==> config.mk <==
export PLATFORM = sky130hd
export DESIGN_NAME = smm_ram
export DESIGN_NICKNAME = d
export VERILOG_FILES = /design/src/rtl/core/smm_ram.sv
export SDC_FILE = /design/constraint.sdc
export NUM_CORES = 1
export LEC_CHECK = 0
export BUFFER_PORTS_ARGS = -buffer_cell sky130_fd_sc_hd__buf_4
export CORE_ASPECT_RATIO = 0.7
export CORE_UTILIZATION = 55
export CTS_BUF_LIST = sky130_fd_sc_hd__clkbuf_8
export CTS_CLUSTER_DIAMETER = 30
export DETAILED_ROUTE_END_ITERATION = 6
export PLACE_DENSITY_LB_ADDON = 0.08
export REMOVE_ABC_BUFFERS = 1
export SYNTH_ARGS = -nofsm -noshare
export SYNTH_HDL_FRONTEND = slang
export SYNTH_SLANG_ARGS = --single-unit
==> constraint.sdc <==
create_clock -name clk -period 3.05 [get_ports clk]
set_clock_uncertainty 0.15 [all_clocks]
set_input_delay 0.4575 -clock clk [delete_from_list [all_inputs] [get_ports clk]]
set_output_delay 0.4575 -clock clk [all_outputs]
set_load 0.1 [all_outputs]
==> src/rtl/core/smm_ram.sv <==
// Simple dual-port RAM, one write and one registered read port.
module smm_ram #(
  parameter int WIDTH = 8,
  parameter int DEPTH = 16
) (
  input  logic                     clk,
  input  logic                     wr_en,
  input  logic [$clog2(DEPTH)-1:0] wr_addr,
  input  logic [WIDTH-1:0]         wr_data,
  input  logic                     rd_en,
  input  logic [$clog2(DEPTH)-1:0] rd_addr,
  output logic [WIDTH-1:0]         rd_data
);

  logic [WIDTH-1:0] mem [DEPTH];

  always_ff @(posedge clk) begin
    if (wr_en) begin
      mem[wr_addr] <= wr_data;
    end
    if (rd_en) begin
      rd_data <= mem[rd_addr];
    end
  end

endmodule
Word-level counts from Yosys, hierarchy flattened:

Memories as Yosys holds them, arrays and structs flattened. A register that Yosys moved wholly into a read port is not among the register bits.
Index checks and enable logic that the tools add are counted.

* mux-type cells: 2

Operators with widths (number)
* 1-bit two-way mux: 2

* register bits: 0
* memory bits (writable): 128
* input port bits: 19
* output and inout port bits: 8
* logic and storage cells: 3
* memories kept: 1

Memories
* mem: words 16, width 8, read ports 1, clocked after memory_dff 1, wr ports 1, line 15 `logic [WIDTH-1:0] mem [DEPTH];`

Longest topological paths before layout:

* depth in word-level cells: 2
* depth in mapped cells: 5
* gate-level depth less buffers: 3

Least setup slack after synthesis:

Ideal clock, no wire load.

* path kind: input-to-reg
* start: in wr_addr[2]
* end: mem mem[0][0], enable pin
* setup time: 383 ps
* data arrival time: 1567 ps
* required time: 2517 ps
* path slack: 950 ps
* stages: 2
* buffers on the path: 0
* cell sequence: or3b_2 -> nor3_1

RTL lines
* start, declared: line 8 `input logic [$clog2(DEPTH)-1:0] wr_addr,`
* end, declared: line 15

Straight into the memory's write port.

==> results_dict.tcl <==
set metrics [dict create \
    crit_required_ns 3.06 \
    seqCellArea_um2 4080 \
    crit_arrival_ns 1.98 \
    critical-path-slowest-cell "mux4_1" \
    chipHeight_um 83.6 \
    hold_buffers 0 \
    gp_congestion 0.750 \
    dp_hpwl_um 6220 \
    grt_pass1_wl_um 15300 \
    synth-compound-area-share_pct 2.30 \
    cts_buffers 17 \
    port_buffers 26 \
    drcViolationCount 0 \
    yosysTopAreaCellShare_pct 78.1 \
    post-route-period-util_pct 64.4 \
    fp-row-count 29 \
    crit_fanout 20 \
    viasPerCell 5.90 \
    ys_top_cells_by_count "136 x edfxtp_1, 18 x mux4_2, 16 x a22oi_1, 14 x mux4_1, 13 x nor2_1" \
    max_stage_delay_ns 0.57 \
    wl_per_cell_um 24.2 \
    cts_tree "yes" \
    rsz0062_at_grt "false" \
    clock-sinks 136 \
    critPathKind "primary input to register" \
    synthSimpleGateAreaFrac_pct 3.14 \
    setup_ws_ns 1.08 \
    die-area_um2 9900 \
    grt_max_degree 33 \
    drt_iter0_markers 252 \
    drtAntennaViolNets 0 \
    synth-seq-cells 136 \
    setup_viol 0 \
    setup_tns_ns 0 \
    cts.clk_slew.worst_paths_ns 0.07 \
    total_power_mw 3.88 \
    clock_path_buffers 2 \
    routed-via-count 2425 \
    nFillCells 633 \
    yosysMostFrequentCell "edfxtp_1" \
    final_core_util_pct 65.3 \
    start_util_pct 57.2 \
    worst_pin_slew_ns 0.850 \
    crit_top_cell "buf_4" \
    cp-start-kind "primary input" \
    postCtsSetupRepairBufs 0 \
    synth-xor-area-share_pct 0 \
    cts.repair.resized 0 \
    period_minus_slack_ns 1.97 \
    chipWidth_um 119 \
    grt.total_usage_pct 22.8 \
    drv_cap 0 \
    peakVddDrop_v 0.000414 \
    syn2layout_area_growth_pct 14.1 \
    drt-pass1-iter-count 4 \
    synthMuxAreaShare_pct 14.8 \
    dp_slack_ns 0.630 \
    clkLatencyLatePin_ns 0.41 \
    yosysUniqueCellTypes 18 \
    synthArstFlopShare_pct 0 \
    multiInputGateArea_um2 1060 \
    final_layout_size_suffix_gt1_share_pct 27.9 \
    synth-edff-count 136 \
    antenna_found_initial 0 \
    htreeDepth 4 \
    core_um2 9140 \
    synth_top_family_by_area "multiplexers" \
    avgSynthCellArea_um2 22.8 \
    nNetsFinal 293 \
    drv_slew 0 \
    syn_inst 229 \
    wl_um 9940 \
    power_density_nw_per_um2 650 \
    crit_chain "buf_4, buf_4, mux4_1, a22oi_1, nand2_1" \
    endpoint_kind "register" \
    ioPinCount 27 \
    synthAdderAreaFrac_pct 0 \
    grt_overflow 0 \
    syn_area_um2 5230 \
    antenna_cells 0 \
    status "finished clean" \
    yosysWarnings 0 \
    cp_top_family "buffers and inverters" \
    hold_class "primary input to register" \
    final_hold_viol_count 0 \
    synth_top_cell_by_area "edfxtp_1" \
    relSlewSlack_pct 43.1 \
    ys.flop_type "edfxtp_1" \
    crit_buf_inv 2 \
    fmax_mhz 509 \
    grt_pass1_vias 2449 \
    synth.area.top_cells "edfxtp_1 78%, mux4_2 7.8%, mux4_1 7.0%" \
    cts_root_buffer "clkbuf_8" \
    p_leak_nw 2.00 \
    synth_seq_area_share_pct 78.1 \
]
==> kinds of logic after synthesis <==
| logic type | after synthesis |
|---|---|
| muxes | 32 |
| DFF | 136 |
| AOI/OAI and AO/OA | 16 |
| buffers and inverters | 10 |
| and+or+nand+nor | 35 |
==> layout by cell type (no fill, tap or decap) <==
cell,n
mux4_2,18
nor2b_1,1
nand2b_1,2
nor3_1,4
nand2_1,9
buf_4,36
inv_1,2
a22oi_1,16
nor2_1,13
edfxtp_1,136
nand3b_1,2
or3b_2,1
and2b_1,1
nand3_1,1
mux4_1,14
clkinv_2,4
clkinv_1,5
bufinv_16,4
and2_1,1
clkbuf_8,17
==> state kept, by name (all words and copies together) (netlist names) <==
register,flops
mem,128
rd_data,8
==> path summary, 6_finish.rpt <==
| path | from | to | slack [ns] | depth (start not counted) |
|---|---|---|---|---|
| max | rd_addr[0] | rd_data[0] | 1.08 | 5 |
| min | rd_en | rd_data[4] | 0.19 | 1 |
| max reg2reg | mem[8][3] | rd_data[3] | 1.33 | 3 |
| min reg2reg | mem[3][4] | rd_data[4] | 0.63 | 3 |
==> layer usage <==
layer	global-route usage [%]	part of all wire, %	wire (um)
met1	35.8	48	4740
met2	31.3	45	4500
met5	0	0	0
met4	9.67	0.51	51
met3	4.64	6.6	655
==> stage by stage <==
stage / instance area [um2] / std cells / hold WS [ns]
after floorplan: 5140 / 219 / 0.406
after global placement: 5570 / 379 / 0.593
after detailed placement: 5570 / 379 / 0.611
after CTS: 5970 / 411 / 0.162
after global routing: 5970 / 411 / 0.166
final: 5970 / 411 / 0.193
==> final cells by class <==
class,count,area share (%)
Clock buffer,17,3.92
Sequential cell,136,68.4
Clock inverter,15,2.79
Multi-Input combinational cell,83,17.7
Timing Repair Buffer,36,4.53
Tap cell,124,2.60
==> report_power, final <==
group	leakage [nW]	switching [mW]	total (mW)	internal (mW)
logic	0.548	0.180	0.269	0.0887
registers	1.24	0.0104	2.11	2.10
clock network	0.213	0.629	1.49	0.865
(Power assumes the default switching activity.)
